### src/rtl/wsd_pkg.sv
// ----------------------------------------------------------------------------
// wsd_pkg: shared types and codes of the WebSocket frame deframer
// Parse phases, opcodes, status codes and the result record that passes from
// the parser to the output register.
// ----------------------------------------------------------------------------
`default_nettype none

package wsd_pkg;

  localparam logic [2:0] PH_HDR0    = 3'd0;
  localparam logic [2:0] PH_HDR1    = 3'd1;
  localparam logic [2:0] PH_EXT     = 3'd2;
  localparam logic [2:0] PH_MASK    = 3'd3;
  localparam logic [2:0] PH_PAYLOAD = 3'd4;
  localparam logic [2:0] PH_HALT    = 3'd5;

  localparam logic [3:0] OP_TEXT  = 4'd1;
  localparam logic [3:0] OP_BIN   = 4'd2;
  localparam logic [3:0] OP_CLOSE = 4'd8;
  localparam logic [3:0] OP_PING  = 4'd9;
  localparam logic [3:0] OP_PONG  = 4'd10;

  localparam logic [1:0] ST_OK     = 2'd0;
  localparam logic [1:0] ST_CLOSED = 2'd1;
  localparam logic [1:0] ST_ERROR  = 2'd2;

  localparam logic [6:0] LEN_EXT16 = 7'd126;
  localparam logic [6:0] LEN_EXT64 = 7'd127;

  localparam logic [2:0] EXT16_BYTES = 3'd1;
  localparam logic [2:0] EXT64_BYTES = 3'd7;
  localparam logic [2:0] MASK_BYTES  = 3'd3;

  typedef struct packed {
    logic       vld;
    logic [7:0] payload_byte;
    logic       byte_valid;
    logic [3:0] frame_opcode;
    logic       end_of_frame;
    logic [1:0] status;
    logic [3:0] reply_type;
  } res_t;

endpackage

`default_nettype wire

### src/rtl/wsd_in_reg.sv
// ----------------------------------------------------------------------------
// wsd_in_reg: input register of the deframer
// Holds one received byte until the parser takes it.
// ----------------------------------------------------------------------------
`default_nettype none

module wsd_in_reg (
  input  wire logic       clk,
  input  wire logic       rst_n,
  input  wire logic       in_valid,
  output logic            in_stall,
  input  wire logic [7:0] in_rx_byte,
  input  wire logic       take,
  output logic            byte_vld,
  output logic [7:0]      byte_data
);

  logic       vld_r, vld_nxt;
  logic [7:0] data_r;
  logic       accept;

  assign in_stall  = vld_r && !take;
  assign accept    = in_valid && !in_stall;
  assign byte_vld  = vld_r;
  assign byte_data = data_r;

  always_comb begin
    vld_nxt = vld_r;
    if (accept) begin
      vld_nxt = 1'b1;
    end else if (take) begin
      vld_nxt = 1'b0;
    end
  end

  always_ff @(posedge clk) begin
    if (!rst_n) begin
      vld_r <= 1'b0;
    end else begin
      vld_r <= vld_nxt;
    end
  end

  always_ff @(posedge clk) begin
    if (accept) begin
      data_r <= in_rx_byte;
    end
  end

endmodule

`default_nettype wire

### src/rtl/wsd_parser.sv
// ----------------------------------------------------------------------------
// wsd_parser: header parser and payload unmasker
// Advances the frame state by one byte per take and forms the result record.
// ----------------------------------------------------------------------------
`default_nettype none

module wsd_parser (
  input  wire logic        clk,
  input  wire logic        rst_n,
  input  wire logic        take,
  input  wire logic [7:0]  rx_byte,
  output wsd_pkg::res_t    res
);

  import wsd_pkg::*;

  logic [2:0]  phase_r, phase_nxt;
  logic [3:0]  op_r, op_nxt;
  logic        fin_r, fin_nxt;
  logic        mask_r, mask_nxt;
  logic [63:0] rem_r, rem_nxt;
  logic [2:0]  cnt_r, cnt_nxt;
  logic [31:0] key_r, key_nxt;
  logic [1:0]  pos_r, pos_nxt;
  logic [3:0]  reply_r, reply_nxt;

  logic [63:0] len;
  logic        len_known;
  logic        finish;
  logic        emit;
  logic [7:0]  key_byte;
  logic [7:0]  v;

  always_comb begin
    unique case (pos_r)
      2'd0:    key_byte = key_r[31:24];
      2'd1:    key_byte = key_r[23:16];
      2'd2:    key_byte = key_r[15:8];
      default: key_byte = key_r[7:0];
    endcase
  end

  assign v    = rx_byte ^ key_byte;
  assign emit = (op_r == OP_TEXT) || (op_r == OP_BIN) || (op_r == OP_PING);

  always_comb begin
    phase_nxt = phase_r;
    op_nxt    = op_r;
    fin_nxt   = fin_r;
    mask_nxt  = mask_r;
    rem_nxt   = rem_r;
    cnt_nxt   = cnt_r;
    key_nxt   = key_r;
    pos_nxt   = pos_r;
    reply_nxt = reply_r;
    len       = rem_r;
    len_known = 1'b0;
    finish    = 1'b0;
    res       = '0;

    unique case (phase_r)
      PH_HDR0: begin
        fin_nxt   = rx_byte[7];
        op_nxt    = rx_byte[3:0];
        phase_nxt = PH_HDR1;
      end
      PH_HDR1: begin
        mask_nxt = rx_byte[7];
        rem_nxt  = '0;
        if (rx_byte[6:0] == LEN_EXT16) begin
          cnt_nxt   = EXT16_BYTES;
          phase_nxt = PH_EXT;
        end else if (rx_byte[6:0] == LEN_EXT64) begin
          cnt_nxt   = EXT64_BYTES;
          phase_nxt = PH_EXT;
        end else begin
          len       = {57'd0, rx_byte[6:0]};
          rem_nxt   = len;
          len_known = 1'b1;
        end
      end
      PH_EXT: begin
        len     = {rem_r[55:0], rx_byte};
        rem_nxt = len;
        if (cnt_r == 3'd0) begin
          len_known = 1'b1;
        end else begin
          cnt_nxt = cnt_r - 3'd1;
        end
      end
      PH_MASK: begin
        key_nxt = {key_r[23:0], rx_byte};
        if (cnt_r == 3'd0) begin
          pos_nxt = 2'd0;
          if (rem_r == 64'd0) begin
            finish = 1'b1;
          end else begin
            phase_nxt = PH_PAYLOAD;
          end
        end else begin
          cnt_nxt = cnt_r - 3'd1;
        end
      end
      PH_PAYLOAD: begin
        pos_nxt = pos_r + 2'd1;
        rem_nxt = rem_r - 64'd1;
        if (rem_r == 64'd1) begin
          finish = 1'b1;
        end else if (emit) begin
          res.vld          = 1'b1;
          res.payload_byte = v;
          res.byte_valid   = 1'b1;
        end
      end
      default: begin
        phase_nxt = PH_HALT;
      end
    endcase

    if (len_known) begin
      key_nxt = '0;
      pos_nxt = 2'd0;
      if (mask_nxt) begin
        cnt_nxt   = MASK_BYTES;
        phase_nxt = PH_MASK;
      end else if (len != 64'd0) begin
        phase_nxt        = PH_HALT;
        res.vld          = 1'b1;
        res.end_of_frame = 1'b1;
        res.status       = ST_ERROR;
      end else begin
        finish = 1'b1;
      end
    end

    if (finish) begin
      res.vld          = 1'b1;
      res.end_of_frame = 1'b1;
      if (phase_r == PH_PAYLOAD && emit) begin
        res.byte_valid   = 1'b1;
        res.payload_byte = v;
      end
      unique case (op_r)
        OP_CLOSE: begin
          res.status = ST_CLOSED;
          phase_nxt  = PH_HALT;
        end
        OP_PING, OP_PONG: begin
          res.status = ST_OK;
          phase_nxt  = PH_HDR0;
        end
        OP_TEXT, OP_BIN: begin
          if (fin_r) begin
            reply_nxt  = op_r;
            res.status = ST_OK;
            phase_nxt  = PH_HDR0;
          end else begin
            res.status = ST_ERROR;
            phase_nxt  = PH_HALT;
          end
        end
        default: begin
          res.status = ST_ERROR;
          phase_nxt  = PH_HALT;
        end
      endcase
    end

    res.frame_opcode = op_r;
    res.reply_type   = reply_nxt;
  end

  always_ff @(posedge clk) begin
    if (!rst_n) begin
      phase_r <= PH_HDR0;
      op_r    <= '0;
      fin_r   <= 1'b0;
      mask_r  <= 1'b0;
      rem_r   <= '0;
      cnt_r   <= '0;
      key_r   <= '0;
      pos_r   <= '0;
      reply_r <= OP_TEXT;
    end else if (take) begin
      phase_r <= phase_nxt;
      op_r    <= op_nxt;
      fin_r   <= fin_nxt;
      mask_r  <= mask_nxt;
      rem_r   <= rem_nxt;
      cnt_r   <= cnt_nxt;
      key_r   <= key_nxt;
      pos_r   <= pos_nxt;
      reply_r <= reply_nxt;
    end
  end

endmodule

`default_nettype wire

### src/rtl/websocket_frame_deframer.sv
// ----------------------------------------------------------------------------
// websocket_frame_deframer: receive-side WebSocket frame parser
// Parses frame headers, unmasks payload bytes and reports frame-end status.
//
//   channel  direction  handshake            payload
//   in_      input      in_valid / in_stall  in_rx_byte
//   out_     output     out_valid/out_stall  payload_byte, byte_valid,
//                                            frame_opcode, end_of_frame,
//                                            status, reply_type
//
// One byte per cycle unless the output stalls: input register, one pass of
// parser logic, result register. A byte's result is registered in the result
// register; the 64-bit length decrement and compare set the path. Reset is
// synchronous and clears all control state. A stalled result holds the
// parser; one further byte is still taken into the input register.
// ----------------------------------------------------------------------------
`default_nettype none

module websocket_frame_deframer (
  input  wire logic       clk,
  input  wire logic       rst_n,
  input  wire logic       in_valid,
  output logic            in_stall,
  input  wire logic [7:0] in_rx_byte,
  output logic            out_valid,
  input  wire logic       out_stall,
  output logic [7:0]      out_payload_byte,
  output logic            out_byte_valid,
  output logic [3:0]      out_frame_opcode,
  output logic            out_end_of_frame,
  output logic [1:0]      out_status,
  output logic [3:0]      out_reply_type
);

  import wsd_pkg::*;

  logic       byte_vld;
  logic [7:0] byte_data;
  logic       take;
  res_t       res;
  res_t       out_r;
  logic       out_vld_r, out_vld_nxt;

  assign take = byte_vld && (!out_vld_r || !out_stall);

  wsd_in_reg u_in_reg (
    .clk        (clk),
    .rst_n      (rst_n),
    .in_valid   (in_valid),
    .in_stall   (in_stall),
    .in_rx_byte (in_rx_byte),
    .take       (take),
    .byte_vld   (byte_vld),
    .byte_data  (byte_data)
  );

  wsd_parser u_parser (
    .clk     (clk),
    .rst_n   (rst_n),
    .take    (take),
    .rx_byte (byte_data),
    .res     (res)
  );

  always_comb begin
    out_vld_nxt = out_vld_r;
    if (take) begin
      out_vld_nxt = res.vld;
    end else if (!out_stall) begin
      out_vld_nxt = 1'b0;
    end
  end

  always_ff @(posedge clk) begin
    if (!rst_n) begin
      out_vld_r <= 1'b0;
    end else begin
      out_vld_r <= out_vld_nxt;
    end
  end

  always_ff @(posedge clk) begin
    if (take && res.vld) begin
      out_r <= res;
    end
  end

  assign out_valid        = out_vld_r;
  assign out_payload_byte = out_r.payload_byte;
  assign out_byte_valid   = out_r.byte_valid;
  assign out_frame_opcode = out_r.frame_opcode;
  assign out_end_of_frame = out_r.end_of_frame;
  assign out_status       = out_r.status;
  assign out_reply_type   = out_r.reply_type;

endmodule

`default_nettype wire

### config.mk
export PLATFORM = sky130hd
export DESIGN_NAME = websocket_frame_deframer
export DESIGN_NICKNAME = d
export VERILOG_FILES = /design/src/rtl/wsd_pkg.sv /design/src/rtl/wsd_in_reg.sv /design/src/rtl/wsd_parser.sv /design/src/rtl/websocket_frame_deframer.sv
export SDC_FILE = /design/constraint.sdc
export NUM_CORES = 1
export LEC_CHECK = 0
export BUFFER_PORTS_ARGS = -buffer_cell sky130_fd_sc_hd__buf_2
export CORE_MARGIN = 2
export CORE_UTILIZATION = 56
export DETAILED_ROUTE_END_ITERATION = 12
export PLACE_DENSITY = 0.82
export SETUP_SLACK_MARGIN = 0.4
export SYNTH_ARGS = -nofsm -noshare
export SYNTH_HDL_FRONTEND = slang
export SYNTH_SLANG_ARGS = --single-unit
### constraint.sdc
create_clock -name clk -period 10.3 [get_ports clk]
set_input_delay 0 -clock clk [delete_from_list [all_inputs] [get_ports clk]]
set_output_delay 0 -clock clk [all_outputs]
set_load 0.05 [all_outputs]
==> flow_summary_export.csv <==
group,metric,value,unit
synthesis,synth_cells,988,
synthesis,synthAdderAreaFrac,1.451,%
clocking,clockBufferDepth,2,
final_layout,drive_above_1_share,10.18,%
synthesis,synth_compound_area_share,25.36,%
place,dp_slack,6676,ps
die,die_w,121.7,um
power,peakVddDrop,0.1380,mV
power,power_frac_seq,41.2,%
global_route,gr-usage-all-layers,29.22,%
detailed_routing,dr.first_iter.drc_count,1459,
detailed_routing,drc_errors,0,
synthesis,synth_xor_area_share,1.354,%
detailed_routing,final_antenna_net_count,0,
global_route,grt_pass1_vias,6916,
sta,layout_min_cycle_time,3678,ps
sta,setup_slack,6622,ps
die,io_pins,34,
place,globalplace.congestion,0.9072,
clocking,h-tree-depth,4,
setup_path,cp-end-kind,"flop",
final_layout,fin_cells,1182,
setup_path,cp_data_required_time,10630,ps
final_layout,nFillCells,1133,
clocking,path_clk_slew,60,ps
sta,slew_viol_final,0,
place,dp_cells,1140,
final_layout,multiInputGateArea,4313,um2
sta,max_slew_margin,19.19,%
synthesis,synthDistinctLibCells,67,
final_layout,syn2layout_area_growth,13.04,%
synthesis,synthFlopType,"dfxtp_1",
synthesis,synth_area,7761,um2
place,hpwlAfterDp,13480,um
die,rows,43,
setup_path,path_max_fanout,69,
power,swShare,25.32,%
detailed_routing,drt-vias-per-instance,6.657,
synthesis,synth.top_cells.by_area,"dfxtp_1 30%, edfxtp_1 11%, a21oi_1 7.5%",
min_path,hp-class,"primary input to flop",
sta,fmax,271.9,MHz
sta,setup-tns-final,0,ps
final_layout,fin_nets,1010,
detailed_routing,finalWirelength,21600,um
clocking,cts_root_buffer,"clkbuf_16",
setup_path,regToRegSetupSlack,6620,ps
clocking,cts_made_buffers,17,
synthesis,synthMuxAreaShare,1.548,%
detailed_routing,vias,7868,
run_status,status,"complete, no violations",
power,p_int,1.081,mW
global_route,grt_max_degree,96,
synthesis,async_flop_share,0,%
synthesis,yosysMostFrequentCell,"a21oi_1",
detailed_routing,firstDrtPassIters,10,
power,p_leak,3.058,nW
final_layout,regArea,3163,um2
clocking,clock-sinks,144,
sta,finalCritPeriodShare,35.71,%
sta,setup_viol,0,
synthesis,synth_top_family_by_area,"compound AO/OA/AOI/OAI gates",
global_route,grt-ovfl-total,0,
power,powerDensity,164.9,nW/um2
clocking,clk_latency,430,ps
die,die_area,14820,um2
global_route,grt_pass1_wl,34900,um
power,netSwitchingPower,0.3664,mW
sta,final_hold_viol_count,0,
run,cap_violations,0,
synthesis,synth_seq_cells,144,
synthesis,synth-edff-count,28,
synthesis,synth_nets,1009,
sta,tightest_slew,1201,ps
setup_path,r2r-start,"u_parser.phase_r[2]$_SDFFE_PN0P_",
die,die_h,121.7,um
min_path,min_path_cells,3,
synthesis,yosysTopAreaCellShare,29.92,%
final_layout,diodes,0,
clocking,cts_tree,"done",
min_path,hold_end,"u_parser.reply_r[3]$_SDFFE_PN0P_",
power,combinationalPowerShare,12.0,%
setup_path,timing.rr.end,"u_parser.rem_r[57]$_SDFFE_PN0P_",
global_route,antenna_found_initial,0,
final_layout,postLayoutCoreUtil,63.95,%
synthesis,avgSynthCellArea,7.855,um2
synthesis,yosysTopAreaCell,"dfxtp_1",
detailed_routing,routedWlPerCell,18.27,um
setup_path,cp_data_arrival_time,4000,ps
die,start_util,56.57,%
setup_path,ff2ff_path_depth,8,
synthesis,synth-simple-area-share,25.26,%
clocking,cts_resized,0,
synthesis,synth_common_cells,"117 x a21oi_1, 116 x dfxtp_1, 110 x nand2_1, 101 x nor2_1, 88 x o21ai_0",
sta,clock_skew,9.230,ps
synthesis,seq_area_frac_synth,40.75,%
synthesis,synth_warnings,0,
place,io_buffer_count,33,
setup_path,setup.worst_path.class,"flop to flop",
power,clock_power_share,46.8,%
sta,rsz0062_at_grt,"no",
min_path,hold_start,"rst_n",
die,core_area,13720,um2
setup_path,critPathLaunchType,"flop",
-- state kept, by name, summed over array words and instances (netlist names) --
name                cells
u_in_reg.byte_vld       1
u_parser.mask_r         1
u_parser.rem_r         64
u_parser.reply_r        4
out_status              2
u_parser.fin_r          1
out_reply_type          4
u_parser.pos_r          2
out_byte_valid          1
out_frame_opcode        4
u_in_reg.byte_data      8
out_valid               1
u_parser.op_r           4
out_end_of_frame        1
u_parser.phase_r        3
u_parser.cnt_r          3
out_payload_byte        8
u_parser.key_r         32
-- through the flow --
step / cell area [um2] / hold WS (ps) / power [mW]
after floorplan: 7761 / 98.87 / 0.7230
after global placement: 8013 / 176.7 / 0.7700
after detailed placement: 8013 / 179.0 / 0.7708
after CTS: 8773 / 22.32 / 1.447
after global routing: 8773 / 46.46 / 1.491
final: 8773 / 60.74 / 1.447
-- cell usage in the layout, fill, tap and decap left out, types with 5 or more instances in the layout --
master / netlist / final
a222oi_1: 8 / 8
nand4_1: 9 / 9
nor3_1: 43 / 42
o21ai_0: 88 / 88
a31oi_1: 5 / 5
o31ai_1: 5 / 5
buf_4: 0 / 12
a32o_1: 9 / 9
a22oi_1: 26 / 25
and2_1: 8 / 8
inv_1: 14 / 13
edfxtp_1: 28 / 28
a22o_1: 6 / 6
buf_2: 1 / 33
clkbuf_16: 0 / 18
dlygate4sd3_1: 0 / 10
or4_1: 14 / 14
xnor2_1: 10 / 10
ha_1: 9 / 9
or2_2: 5 / 5
dfxtp_1: 116 / 116
and3_1: 9 / 9
a21oi_1: 117 / 116
a32oi_1: 7 / 7
nor4_1: 14 / 14
mux2i_1: 6 / 6
nand3_1: 50 / 50
nor2_1: 101 / 99
nand2b_1: 15 / 15
nand2_1: 110 / 109
or3_1: 13 / 13
-- routing by layer --
metal | routed length (um) | up-vias | global-route usage (%)
met5 | 0 | - | 0
met2 | 9752 | 497 | 43.93
li1 | - | 3653 | -
met1 | 9385 | 3665 | 41.88
met3 | 1939 | 53 | 4.635
met4 | 522 | 0 | 12.14
-- worst max-delay path, cell delays in order, from the launching register on --
cell	delay (ps)
dfxtp_1	600
clkinv_1	380
nor3_2	610
buf_4	420
nor2_1	120
nor2_4	100
buf_4	560
nand2_1	410
o32ai_1	370
-- how the worst max path moves through the flow --
stage,start,end,slack (ps),depth (start not counted)
2_1_floorplan,u_parser.rem_r[48]$_SDFFE_PN0P_,out_byte_valid$_DFFE_PP_,6580,8
3_3_place_gp,u_parser.rem_r[8]$_SDFFE_PN0P_,u_parser.rem_r[59]$_SDFFE_PN0P_,6750,7
6_report,u_parser.phase_r[2]$_SDFFE_PN0P_,u_parser.rem_r[57]$_SDFFE_PN0P_,6620,8
5_1_grt,u_parser.rem_r[2]$_SDFFE_PN0P_,u_parser.rem_r[63]$_SDFFE_PN0P_,6380,6
4_1_cts,u_parser.rem_r[8]$_SDFFE_PN0P_,u_parser.rem_r[63]$_SDFFE_PN0P_,6660,6
3_5_place_dp,u_parser.rem_r[8]$_SDFFE_PN0P_,u_parser.rem_r[63]$_SDFFE_PN0P_,6680,6
-- power by group through the flow --
stage          registers (mW)  clock network (mW)  logic, mW
5_1_grt                 0.596               0.708      0.187
3_5_place_dp            0.607                   0      0.164
3_3_place_gp            0.607                   0      0.163
4_1_cts                 0.595               0.684      0.168
2_1_floorplan           0.603                   0      0.120
6_report                0.596               0.677      0.174
-- cells by family after synthesis --
kind of cell / count (synthesis)
flops: 144
xor+xnor: 12
buf+inv: 88
mux: 11
simple gates: 407
fa+ha+maj: 9
compound gates: 317
-- what timing repair did --
action | 4_1_cts | 5_1_grt
endpoints found under the hold margin | 10 | 0
buffers inserted | 0 | 0
hold buffers | 10 | 0
-- cell type report --
| class | count | area share (%) |
|---|---|---|
| clock buffer | 23 | 5.804 |
| tap | 180 | 2.567 |
| multi-input combinational | 756 | 49.16 |
| inverter | 15 | 0.6418 |
| clock inverter | 9 | 1.726 |
| timing repair buffer | 55 | 4.050 |
| sequential | 144 | 36.05 |
Power figures use the tool's default switching activity.
